### src/rtl/core/assd_pkg.sv
package assd_pkg;

    localparam int THR_W      = 8;
    localparam int IDLE_W     = 4;
    localparam int BITS_W     = 4;
    localparam int BYTE_W     = 8;
    localparam int PHASE_W    = 2;
    localparam int CFG_IDX_W  = 1;
    localparam int CFG_DATA_W = 8;

    localparam logic [CFG_IDX_W-1:0] REG_THRESHOLD  = 1'b0;
    localparam logic [CFG_IDX_W-1:0] REG_IDLE_LIMIT = 1'b1;

    localparam logic [THR_W-1:0]  THRESHOLD_RESET  = 8'd179;
    localparam logic [IDLE_W-1:0] IDLE_LIMIT_RESET = 4'd4;

    localparam logic [PHASE_W-1:0] CODE_HUNT1 = 2'd0;
    localparam logic [PHASE_W-1:0] CODE_HUNT2 = 2'd1;
    localparam logic [PHASE_W-1:0] CODE_AWAIT = 2'd2;
    localparam logic [PHASE_W-1:0] CODE_RX    = 2'd3;

    typedef enum logic [3:0] {
        PH_HUNT1 = 4'b0001,
        PH_HUNT2 = 4'b0010,
        PH_AWAIT = 4'b0100,
        PH_RX    = 4'b1000
    } t_phase;

    typedef struct packed {
        logic               sliced_bit;
        logic [PHASE_W-1:0] detector_phase;
        logic               byte_valid;
        logic [BYTE_W-1:0]  byte_value;
        logic               timeout_flag;
    } t_result;

    function automatic logic [PHASE_W-1:0] phase_code(input t_phase p);
        logic [PHASE_W-1:0] c;
        unique case (p)
            PH_HUNT1: c = CODE_HUNT1;
            PH_HUNT2: c = CODE_HUNT2;
            PH_AWAIT: c = CODE_AWAIT;
            PH_RX:    c = CODE_RX;
            default:  c = CODE_HUNT1;
        endcase
        return c;
    endfunction

endpackage

### src/rtl/core/assd_smp_if.sv
interface assd_smp_if #(
    parameter int SAMPLE_WIDTH = 16
);
    logic                    valid;
    logic                    ready;
    logic [SAMPLE_WIDTH-1:0] sample_level;

    modport source (output valid, output sample_level, input ready);
    modport sink   (input valid, input sample_level, output ready);
endinterface

### src/rtl/core/assd_res_if.sv
interface assd_res_if #(
    parameter int SAMPLE_WIDTH = 16
);
    logic                                valid;
    logic                                ready;
    logic                                sliced_bit;
    logic [assd_pkg::PHASE_W-1:0]        detector_phase;
    logic                                byte_valid;
    logic [assd_pkg::BYTE_W-1:0]         byte_value;
    logic                                timeout_flag;
    logic [SAMPLE_WIDTH-1:0]             peak_level;

    modport source (
        output valid, output sliced_bit, output detector_phase, output byte_valid,
        output byte_value, output timeout_flag, output peak_level, input ready
    );
    modport sink (
        input valid, input sliced_bit, input detector_phase, input byte_valid,
        input byte_value, input timeout_flag, input peak_level, output ready
    );
endinterface

### src/rtl/core/assd_core.sv
module assd_core #(
    parameter int SAMPLE_WIDTH  = 16,
    parameter int BITS_PER_CHAR = 8
) (
    input  logic                          i_clk,
    input  logic                          i_rst_n,
    input  logic                          i_step,
    input  logic [SAMPLE_WIDTH-1:0]       i_sample,
    input  logic [assd_pkg::THR_W-1:0]    i_threshold,
    input  logic [assd_pkg::IDLE_W-1:0]   i_idle_limit,
    output assd_pkg::t_result             o_res,
    output logic [SAMPLE_WIDTH-1:0]       o_peak
);

    localparam int PROD_W = SAMPLE_WIDTH + assd_pkg::THR_W;

    logic [SAMPLE_WIDTH-1:0]         r_peak,  n_peak;
    assd_pkg::t_phase                r_phase, n_phase;
    logic [assd_pkg::BITS_W-1:0]     r_bits,  n_bits;
    logic [BITS_PER_CHAR-1:0]        r_shift, n_shift;
    logic [assd_pkg::IDLE_W-1:0]     r_idle,  n_idle;

    logic [PROD_W-1:0]               prod;
    logic [PROD_W-1:0]               scaled;
    logic                            bit_in;
    logic [assd_pkg::IDLE_W:0]       idle_inc;
    logic                            timeout;
    logic                            done;
    logic [assd_pkg::BITS_W-1:0]     bits_dec;

    always_comb begin
        n_peak   = (i_sample > r_peak) ? i_sample : r_peak;
        prod     = PROD_W'(n_peak) * PROD_W'(i_threshold);
        scaled   = {i_sample, {assd_pkg::THR_W{1'b0}}};
        bit_in   = scaled < prod;
        idle_inc = {1'b0, r_idle} + 1'b1;
        bits_dec = r_bits - 1'b1;

        n_phase = r_phase;
        n_bits  = r_bits;
        n_shift = r_shift;
        n_idle  = '0;
        timeout = 1'b0;
        done    = 1'b0;

        if (r_phase == assd_pkg::PH_AWAIT) begin
            if (idle_inc > {1'b0, i_idle_limit}) begin
                timeout = 1'b1;
            end else begin
                n_idle = idle_inc[assd_pkg::IDLE_W-1:0];
            end
        end

        if (timeout) begin
            n_phase = assd_pkg::PH_HUNT1;
        end else begin
            unique case (r_phase)
                assd_pkg::PH_HUNT1: begin
                    if (bit_in) begin
                        n_phase = assd_pkg::PH_HUNT2;
                    end
                end
                assd_pkg::PH_HUNT2: begin
                    n_phase = bit_in ? assd_pkg::PH_AWAIT : assd_pkg::PH_HUNT1;
                end
                assd_pkg::PH_AWAIT: begin
                    if (bit_in) begin
                        n_phase = assd_pkg::PH_RX;
                        n_bits  = assd_pkg::BITS_W'(BITS_PER_CHAR);
                        n_shift = '0;
                    end
                end
                assd_pkg::PH_RX: begin
                    n_bits  = bits_dec;
                    n_shift = {r_shift[BITS_PER_CHAR-2:0], bit_in};
                    if (bits_dec == '0) begin
                        done    = 1'b1;
                        n_phase = assd_pkg::PH_AWAIT;
                    end
                end
                default: begin
                    n_phase = assd_pkg::PH_HUNT1;
                end
            endcase
        end

        o_res.sliced_bit     = bit_in;
        o_res.detector_phase = assd_pkg::phase_code(n_phase);
        o_res.byte_valid     = done;
        o_res.byte_value     = done ? assd_pkg::BYTE_W'(n_shift) : '0;
        o_res.timeout_flag   = timeout;
        o_peak               = n_peak;
    end

    always_ff @(posedge i_clk) begin
        if (!i_rst_n) begin
            r_peak  <= '0;
            r_phase <= assd_pkg::PH_HUNT1;
            r_bits  <= '0;
            r_shift <= '0;
            r_idle  <= '0;
        end else if (i_step) begin
            r_peak  <= n_peak;
            r_phase <= n_phase;
            r_bits  <= n_bits;
            r_shift <= n_shift;
            r_idle  <= n_idle;
        end
    end

endmodule

### src/rtl/core/adaptive_slicer_serial_deframer.sv
// Adaptive slicer and serial deframer. Each sample beat raises a running peak, slices the
// sample to 1 when sample*256 < peak*threshold, and drives a preamble/start/data
// machine that emits one result beat per sample; byte_valid marks a finished character and
// timeout_flag marks a start-bit wait that ran past idle_limit. A sample beat can be taken every
// cycle: one input register and one result register frame the combinational compare and
// state update, so an accepted sample passes the input register and then the result register
// before its result beat is presented, and throughput is one beat per clock whenever the
// result side keeps up. A stalled result beat blocks new samples only once the input register
// is full as well. Configuration registers should be written only while no beat is in flight,
// since a write applies at once to whatever sample is being processed.
module adaptive_slicer_serial_deframer #(
    parameter int SAMPLE_WIDTH  = 16,
    parameter int BITS_PER_CHAR = 8
) (
    input  logic                              i_clk,
    input  logic                              i_rst_n,
    input  logic                              i_cfg_we,
    input  logic [assd_pkg::CFG_IDX_W-1:0]    i_cfg_idx,
    input  logic [assd_pkg::CFG_DATA_W-1:0]   i_cfg_data,
    assd_smp_if.sink                          i_smp,
    assd_res_if.source                        o_res
);

    logic [assd_pkg::THR_W-1:0]  r_threshold;
    logic [assd_pkg::IDLE_W-1:0] r_idle_limit;

    logic                        r_in_valid;
    logic [SAMPLE_WIDTH-1:0]     r_in_sample;
    logic                        r_out_valid;
    assd_pkg::t_result           r_out;
    logic [SAMPLE_WIDTH-1:0]     r_out_peak;

    logic                        advance;
    logic                        step;
    assd_pkg::t_result           core_res;
    logic [SAMPLE_WIDTH-1:0]     core_peak;

    assign advance     = !r_out_valid || o_res.ready;
    assign step        = advance && r_in_valid;
    assign i_smp.ready = !r_in_valid || advance;

    always_ff @(posedge i_clk) begin
        if (!i_rst_n) begin
            r_threshold  <= assd_pkg::THRESHOLD_RESET;
            r_idle_limit <= assd_pkg::IDLE_LIMIT_RESET;
        end else if (i_cfg_we) begin
            unique case (i_cfg_idx)
                assd_pkg::REG_THRESHOLD:  r_threshold  <= i_cfg_data[assd_pkg::THR_W-1:0];
                assd_pkg::REG_IDLE_LIMIT: r_idle_limit <= i_cfg_data[assd_pkg::IDLE_W-1:0];
                default: ;
            endcase
        end
    end

    always_ff @(posedge i_clk) begin
        if (!i_rst_n) begin
            r_in_valid  <= 1'b0;
            r_out_valid <= 1'b0;
        end else begin
            if (i_smp.ready) begin
                r_in_valid <= i_smp.valid;
            end
            if (advance) begin
                r_out_valid <= r_in_valid;
            end
        end
    end

    always_ff @(posedge i_clk) begin
        if (i_smp.valid && i_smp.ready) begin
            r_in_sample <= i_smp.sample_level;
        end
        if (step) begin
            r_out      <= core_res;
            r_out_peak <= core_peak;
        end
    end

    assd_core #(
        .SAMPLE_WIDTH  (SAMPLE_WIDTH),
        .BITS_PER_CHAR (BITS_PER_CHAR)
    ) u_core (
        .i_clk        (i_clk),
        .i_rst_n      (i_rst_n),
        .i_step       (step),
        .i_sample     (r_in_sample),
        .i_threshold  (r_threshold),
        .i_idle_limit (r_idle_limit),
        .o_res        (core_res),
        .o_peak       (core_peak)
    );

    assign o_res.valid          = r_out_valid;
    assign o_res.sliced_bit     = r_out.sliced_bit;
    assign o_res.detector_phase = r_out.detector_phase;
    assign o_res.byte_valid     = r_out.byte_valid;
    assign o_res.byte_value     = r_out.byte_value;
    assign o_res.timeout_flag   = r_out.timeout_flag;
    assign o_res.peak_level     = r_out_peak;

endmodule

### src/flat_wrapper.sv
// flat-port wrapper written by rule: the top's interface ports become plain ports
module adaptive_slicer_serial_deframer_flat 
#(
    parameter int SAMPLE_WIDTH  = 16,
    parameter int BITS_PER_CHAR = 8
)
  (i_clk, i_rst_n, i_cfg_we, i_cfg_idx, i_cfg_data, i_smp_valid, i_smp_sample_level, i_smp_ready, o_res_valid, o_res_sliced_bit, o_res_detector_phase, o_res_byte_valid, o_res_byte_value, o_res_timeout_flag, o_res_peak_level, o_res_ready);
  assd_smp_if #(.SAMPLE_WIDTH(SAMPLE_WIDTH)) i_smp_i ();
  assd_res_if #(.SAMPLE_WIDTH(SAMPLE_WIDTH)) o_res_i ();
  input  logic i_clk;
  input  logic i_rst_n;
  input  logic i_cfg_we;
  input  logic [assd_pkg::CFG_IDX_W-1:0] i_cfg_idx;
  input  logic [assd_pkg::CFG_DATA_W-1:0] i_cfg_data;
  input wire logic [$bits(i_smp_i.valid)-1:0] i_smp_valid;
  input wire logic [$bits(i_smp_i.sample_level)-1:0] i_smp_sample_level;
  output wire logic [$bits(i_smp_i.ready)-1:0] i_smp_ready;
  output wire logic [$bits(o_res_i.valid)-1:0] o_res_valid;
  output wire logic [$bits(o_res_i.sliced_bit)-1:0] o_res_sliced_bit;
  output wire logic [$bits(o_res_i.detector_phase)-1:0] o_res_detector_phase;
  output wire logic [$bits(o_res_i.byte_valid)-1:0] o_res_byte_valid;
  output wire logic [$bits(o_res_i.byte_value)-1:0] o_res_byte_value;
  output wire logic [$bits(o_res_i.timeout_flag)-1:0] o_res_timeout_flag;
  output wire logic [$bits(o_res_i.peak_level)-1:0] o_res_peak_level;
  input wire logic [$bits(o_res_i.ready)-1:0] o_res_ready;
  assign i_smp_i.valid = i_smp_valid;
  assign i_smp_i.sample_level = i_smp_sample_level;
  assign i_smp_ready = i_smp_i.ready;
  assign o_res_valid = o_res_i.valid;
  assign o_res_sliced_bit = o_res_i.sliced_bit;
  assign o_res_detector_phase = o_res_i.detector_phase;
  assign o_res_byte_valid = o_res_i.byte_valid;
  assign o_res_byte_value = o_res_i.byte_value;
  assign o_res_timeout_flag = o_res_i.timeout_flag;
  assign o_res_peak_level = o_res_i.peak_level;
  assign o_res_i.ready = o_res_ready;
  adaptive_slicer_serial_deframer #(.SAMPLE_WIDTH(SAMPLE_WIDTH), .BITS_PER_CHAR(BITS_PER_CHAR)) u_core (.i_clk(i_clk), .i_rst_n(i_rst_n), .i_cfg_we(i_cfg_we), .i_cfg_idx(i_cfg_idx), .i_cfg_data(i_cfg_data), .i_smp(i_smp_i), .o_res(o_res_i));
endmodule
### config.mk
export PLATFORM = sky130hd
export DESIGN_NAME = adaptive_slicer_serial_deframer_flat
export DESIGN_NICKNAME = d
export VERILOG_FILES = /design/src/rtl/core/assd_pkg.sv /design/src/rtl/core/assd_smp_if.sv /design/src/rtl/core/assd_res_if.sv /design/src/rtl/core/assd_core.sv /design/src/rtl/core/adaptive_slicer_serial_deframer.sv /design/src/flat_wrapper.sv
export SDC_FILE = /design/constraint.sdc
export NUM_CORES = 1
export LEC_CHECK = 0
export ABC_CLOCK_PERIOD_IN_PS = 9790
export BUFFER_PORTS_ARGS = -buffer_cell sky130_fd_sc_hd__buf_2
export CAP_MARGIN = 10
export CORE_ASPECT_RATIO = 1.1
export CORE_MARGIN = 5
export CORE_UTILIZATION = 62
export DETAILED_ROUTE_END_ITERATION = 10
export GPL_TIMING_DRIVEN = 0
export PLACE_DENSITY = 0.89
export REMOVE_ABC_BUFFERS = 1
export SETUP_SLACK_MARGIN = 0.2
export SLEW_MARGIN = 40
export SYNTH_ARGS = -nofsm -noshare
export SYNTH_HDL_FRONTEND = slang
export SYNTH_SLANG_ARGS = --single-unit
### constraint.sdc
create_clock -name i_clk -period 9.79 [get_ports i_clk]
set_clock_uncertainty 0.05 [all_clocks]
set_input_delay 0 -clock i_clk [delete_from_list [all_inputs] [get_ports i_clk]]
set_output_delay 0 -clock i_clk [all_outputs]
set_load 0.02 [all_outputs]
== Word-level counts from Yosys, hierarchy flattened ==
Index checks and enable logic that the tools add are counted.

* Multiply operators: 1
* Equality and inequality tests: 8
* $add $sub $neg: 2
* Muxes and demuxes: 20
* Bitwise gates (word level): 2
* Reductions and logical operators: 11
* Order comparisons: 3

{| class="wikitable"
|+ Operators with widths
! operator !! number
|-
| two-way mux 4 bit || 7
|-
| less-than comparator 24 bit || 1
|-
| multiplier 16 x 8 -> 24 bit || 1
|-
| greater-than comparator 16 bit || 1
|-
| two-way mux 16 bit || 1
|-
| two-way mux 8 bit || 2
|-
| case mux 4 bit (4 select lines) || 1
|-
| case mux 8 bit (2 select lines) || 1
|-
| equality test 4 x 2 -> 1 bit, second input constant || 2
|-
| equality test 4 x 3 -> 1 bit, second input constant || 2
|-
| equality test 4 bit, second input constant || 2
|-
| case mux 4 bit (2 select lines) || 1
|-
| case mux 2 bit (3 select lines) || 1
|-
| adder 4 x 1 -> 5 bit, second input constant || 1
|-
| greater-than comparator 5 x 4 -> 1 bit || 1
|-
| two-way mux 1 bit || 5
|-
| equality test 4 x 1 -> 1 bit, second input constant || 1
|-
| logical NOT 4 bit || 1
|-
| AND reduction 2 bit || 2
|-
| AND reduction 4 bit || 1
|-
| subtractor 4 x 1 -> 4 bit, second input constant || 1
|-
| two-way mux 3 bit || 1
|-
| logical AND 1 bit || 2
|-
| logical NOT 1 bit || 2
|-
| 4 further kinds || 6
|}

* Register bits: 95
* Word-level logic and storage cells: 63
* Output and inout bits: 31

== Depth between registers and ports, before layout ==
* Word-level depth: 9
* Depth in mapped cells: 37
* Gate-level depth less buffers: 35

== Modules after synthesis ==
Synthesis repeated with hierarchy kept, for this count alone.

* Cells, all modules: 924
* Area, all modules: 8862.2 µm²

{| class="wikitable"
|+ By module, submodules not included
! module !! instances !! area an instance (µm²) !! cells an instance
|-
| assd_core || 1 || 6926.6 || 817
|-
| adaptive_slicer_serial_deframer || 1 || 1935.6 || 107
|}

== Worst setup path after synthesis ==
No wires, ideal clock.

* Kind: reg2reg
* Start point: register u_core.r_in_sample[13]
* End point: register u_core.u_core.r_bits[3] (netlist bit)
* Clock period less this slack: 8.374 ns
* Buffers on the path: 2
* Slack: 1.416 ns
* Arrival: 8.210 ns
* Required time: 9.625 ns
* Stages on the path, launching flop included: 33
* Library setup time: 0.115 ns
* Cells stage by stage: edfxtp_1 ha_1 a21o_1 a21o_1 a211o_1 nor3_1 nor2_4 buf_6 mux2_4 and2_1 fa_1 fa_1 fa_1 inv_1 fa_1 inv_1 ha_1 a2111oi_0 a21oi_1 o31ai_1 o2111ai_1 a21oi_1 xnor2_1 ha_1 nand4_1 nor2_1 nand4_1 a2111oi_0 o211a_2 nor2_8 a31o_1 buf_6 o21a_1

{| class="wikitable"
|+ RTL lines
! what !! RTL line !! source
|-
| from (decl) || adaptive_slicer_serial_deframer.sv:28 || <nowiki>logic [SAMPLE_WIDTH-1:0] r_in_sample;</nowiki>
|-
| from (signal assigned) || adaptive_slicer_serial_deframer.sv:71 || <nowiki>r_in_sample <= i_smp.sample_level;</nowiki>
|-
| to (signal assigned) || assd_core.sv:105 || <nowiki>r_bits <= n_bits;</nowiki>
|-
| to (decl) || assd_core.sv:19 || <nowiki>logic [assd_pkg::BITS_W-1:0] r_bits, n_bits;</nowiki>
|}

==> metrics.md <==
| Metric | Value |
|---|---|
| Dpl hpwl | 14,400 um |
| CP most frequent cell | fa_1 |
| Syn Inst Count | 925 |
| CP top delay family | adder cells |
| Chip width | 123.6 um |
| Ant diodes | 0 |
| CTS clk-pin slew, worst paths | 0.07 ns |
| CTS tree | yes |
| Worst skew pair latency | 0.35 ns |
| Setup crit start kind | flop |
| Ys Warns | 0 |
| Die height | 134.9 um |
| Fin Setup TNS | 0 ns |
| Dpl ws | -0.2447 ns |
| I/O Pins | 61 |
| Final net count | 1,209 |
| All-layer global routing usage | 0.2768 |
| Finished Cell Area | 10,070 um2 |
| CP required | 9.99 ns |
| Static Leak | 4.718 nW |
| CTS root buffer | clkbuf_16 |
| CP bufs+invs | 4 |
| RD Place Congestion | 0.8889 |
| Largest net degree at the start of global routing | 74 |
| Area share of the largest cell type after synthesis | 0.1912 |
| Clk sink count | 94 |
| Starting Density | 0.6351 |
| Hold Vio Cnt, Final | 0 |
| Post-route DRC | 0 |
| First-pass GRT wire length | 36,000 um |
| Max-slew violation count | 0 |
| Slowest CP cell | fa_1 |
| Row count | 45 |
| Drt via density | 5.808 |
| Routed Antenna Nets | 0 |
| Worst-Margin Slew | 0.8454 ns |
| Worst setup margin | 0.4003 ns |
| Port Buf Inserts | 60 |
| Setup CP Type | flop to flop |
| Most common cell after layout, fill and taps aside | inv_1 |
| Final period utilization | 0.9591 |
| Grt ovf | 0 |
| FF+latch count, synth | 94 |
| Dpl cell area | 9261 um2 |
| Rel. slew slack | 0.4356 |
| Post-synth EDFFs | 45 |
| Clock Path Buffers | 2 |
| Number of CTS-inserted buffers | 9 |
| DRT iter0 DRCs | 453 |
| Fmax | 106.5 MHz |
| Status | completed |
| HP Class | primary input to flop |
| P&R area growth vs syn | 14.45% |
| Layout cells sized above 1 | 0.1180 |
| Library cells used by synthesis | 56 |
| Max-cap violation count | 0 |
| Crit path largest cell delay | 0.55 ns |
| Die ar. | 16,670 um2 |
| Avg WL per Cell | 18.12 um |
| Final cell utilization of the core | 0.7269 |
| Most used DFF post-synth | dfxtp_1 |
| Syn avg cell area | 9.510 um2 |
| Initial antenna violation count | 0 |
| Critical Path Fanout Max | 10 |
| First-pass DRT Iterations | 5 |
| DR vias | 6,999 |
| Post-synth top area cell | fa_1 |
| Pwr Total | 2.687 mW |
| Ys async rst share | 0 |
| Power Dens Cells | 266.9 nW/um2 |
| Vias in the first global route | 7,358 |
| Final setup fails | 0 |
| Crit end category | flop |
| Critical Path AT | 9.59 ns |
| Synth top area cells | fa_1 (19%), edfxtp_1 (15%), ha_1 (12%) |
| Final min period | 9.390 ns |
| Seq/Total Area, Yosys | 0.2651 |
| RSZ-0062 raised after global routing | no |
| Core box area | 13,850 um2 |
| Number of H-tree levels | 3 |
| Post-Syn Area | 8797 um2 |
| DRT Wirelength | 21,840 um |
| Max VDD drop | 0.2063 mV |
| Commonest non-fill, non-tap cells in the layout | inv_1 (138), nand2_1 (89), nor2b_1 (88) |
## path summary, 6_finish.rpt
kind | startpoint | endpoint | slack, ns | depth (start not counted)
hold reg to reg | u_core.r_idle_limit[0] | u_core.r_idle_limit[0] | 0.43 | 2
setup / recovery | u_core.r_in_sample[13] | u_core.u_core.r_bits[3] | 0.40 | 32
hold / removal | i_rst_n | u_core.r_idle_limit[2] | 0.04 | 2
setup reg to reg | u_core.r_in_sample[13] | u_core.u_core.r_bits[3] | 0.40 | 32
## power breakdown
| group | internal (mW) | leakage, nW | switching [mW] |
|---|---|---|---|
| sequential | 0.437 | 0.828 | 0.0288 |
| combinational | 0.813 | 3.74 | 1.05 |
| clock | 0.191 | 0.147 | 0.164 |
## cell families after synthesis
logic type / share of synthesized area
XOR/XNOR: 0.02389
flip-flops: 0.2651
buffers and inverters: 0.07424
AO/OA/AOI/OAI: 0.1135
multiplexers: 0.02816
adder cells (fa/ha/maj): 0.3092
AND/OR/NAND/NOR: 0.1859
## worst reg2reg max path: cells and delay by family (launching register included)
family	cells	cell delay (ns)
buffers and inverters	4	0.47
AND/OR/NAND/NOR	10	1.93
AO/OA/AOI/OAI	9	2.75
multiplexers	1	0.38
adder cells (fa/ha/maj)	7	3.17
XOR/XNOR	1	0.10
flip-flops	1	0.45
## Yosys cell counts, types with 13 or more instances
master	instances
a21o_1	15
a21oi_1	29
and2_1	27
clkbuf_1	25
dfxtp_1	49
edfxtp_1	45
fa_1	84
ha_1	83
inv_1	138
nand2_1	89
nand3_1	24
nor2_1	27
nor2b_1	88
o21ai_0	26
xor2_1	13
## layout make-up
type / instances / area (um2)
multi-input cells: 661 / 5932
fillers: 967 / 3782
flip-flops and latches: 94 / 2333
repair buffers: 107 / 748.2
inverters: 139 / 526.8
clock buffers: 11 / 254.0
well taps: 188 / 235.2
clock inverters: 5 / 38.79
## stage by stage
stage               instances  hold slack [ns]
CTS                      1201           0.1667
detailed placement       1144           0.1333
finish                   1205          0.03749
global placement         1142           0.1320
global route             1205          0.07782
floorplan                 894          0.02183
## metal layers
layer / vias to the layer above / GRT usage / share of wire
met3: 75 / 0.04022 / 0.054
li1: 3238 / - / -
met4: 0 / 0.1625 / 0.050
met1: 3417 / 0.3306 / 0.38
met2: 269 / 0.4711 / 0.52
met5: - / 0 / 0
## flip-flops by register name (all words and copies together) (netlist names)
register                     count
u_core.o_res.byte_valid          1
u_core.o_res.byte_value          8
u_core.o_res.detector_phase      2
u_core.o_res.peak_level         16
u_core.o_res.sliced_bit          1
u_core.o_res.timeout_flag        1
u_core.o_res.valid               1
u_core.r_idle_limit              4
u_core.r_in_sample              16
u_core.r_in_valid                1
u_core.r_threshold               8
u_core.u_core.r_bits             4
u_core.u_core.r_idle             4
u_core.u_core.r_peak            16
u_core.u_core.r_phase            4
u_core.u_core.r_shift            7
## repair_timing
item | 4_1_cts | 5_1_grt
gates resized for setup | 9 | 6
endpoints found under the setup margin | 19 | 19
hold buffers | 31 | 0
pin swaps | 0 | 3
buffers inserted | 10 | 4
gates cloned | 0 | 0
hold endpoints to repair | 30 | 0
Power figures use the tool's default switching activity.
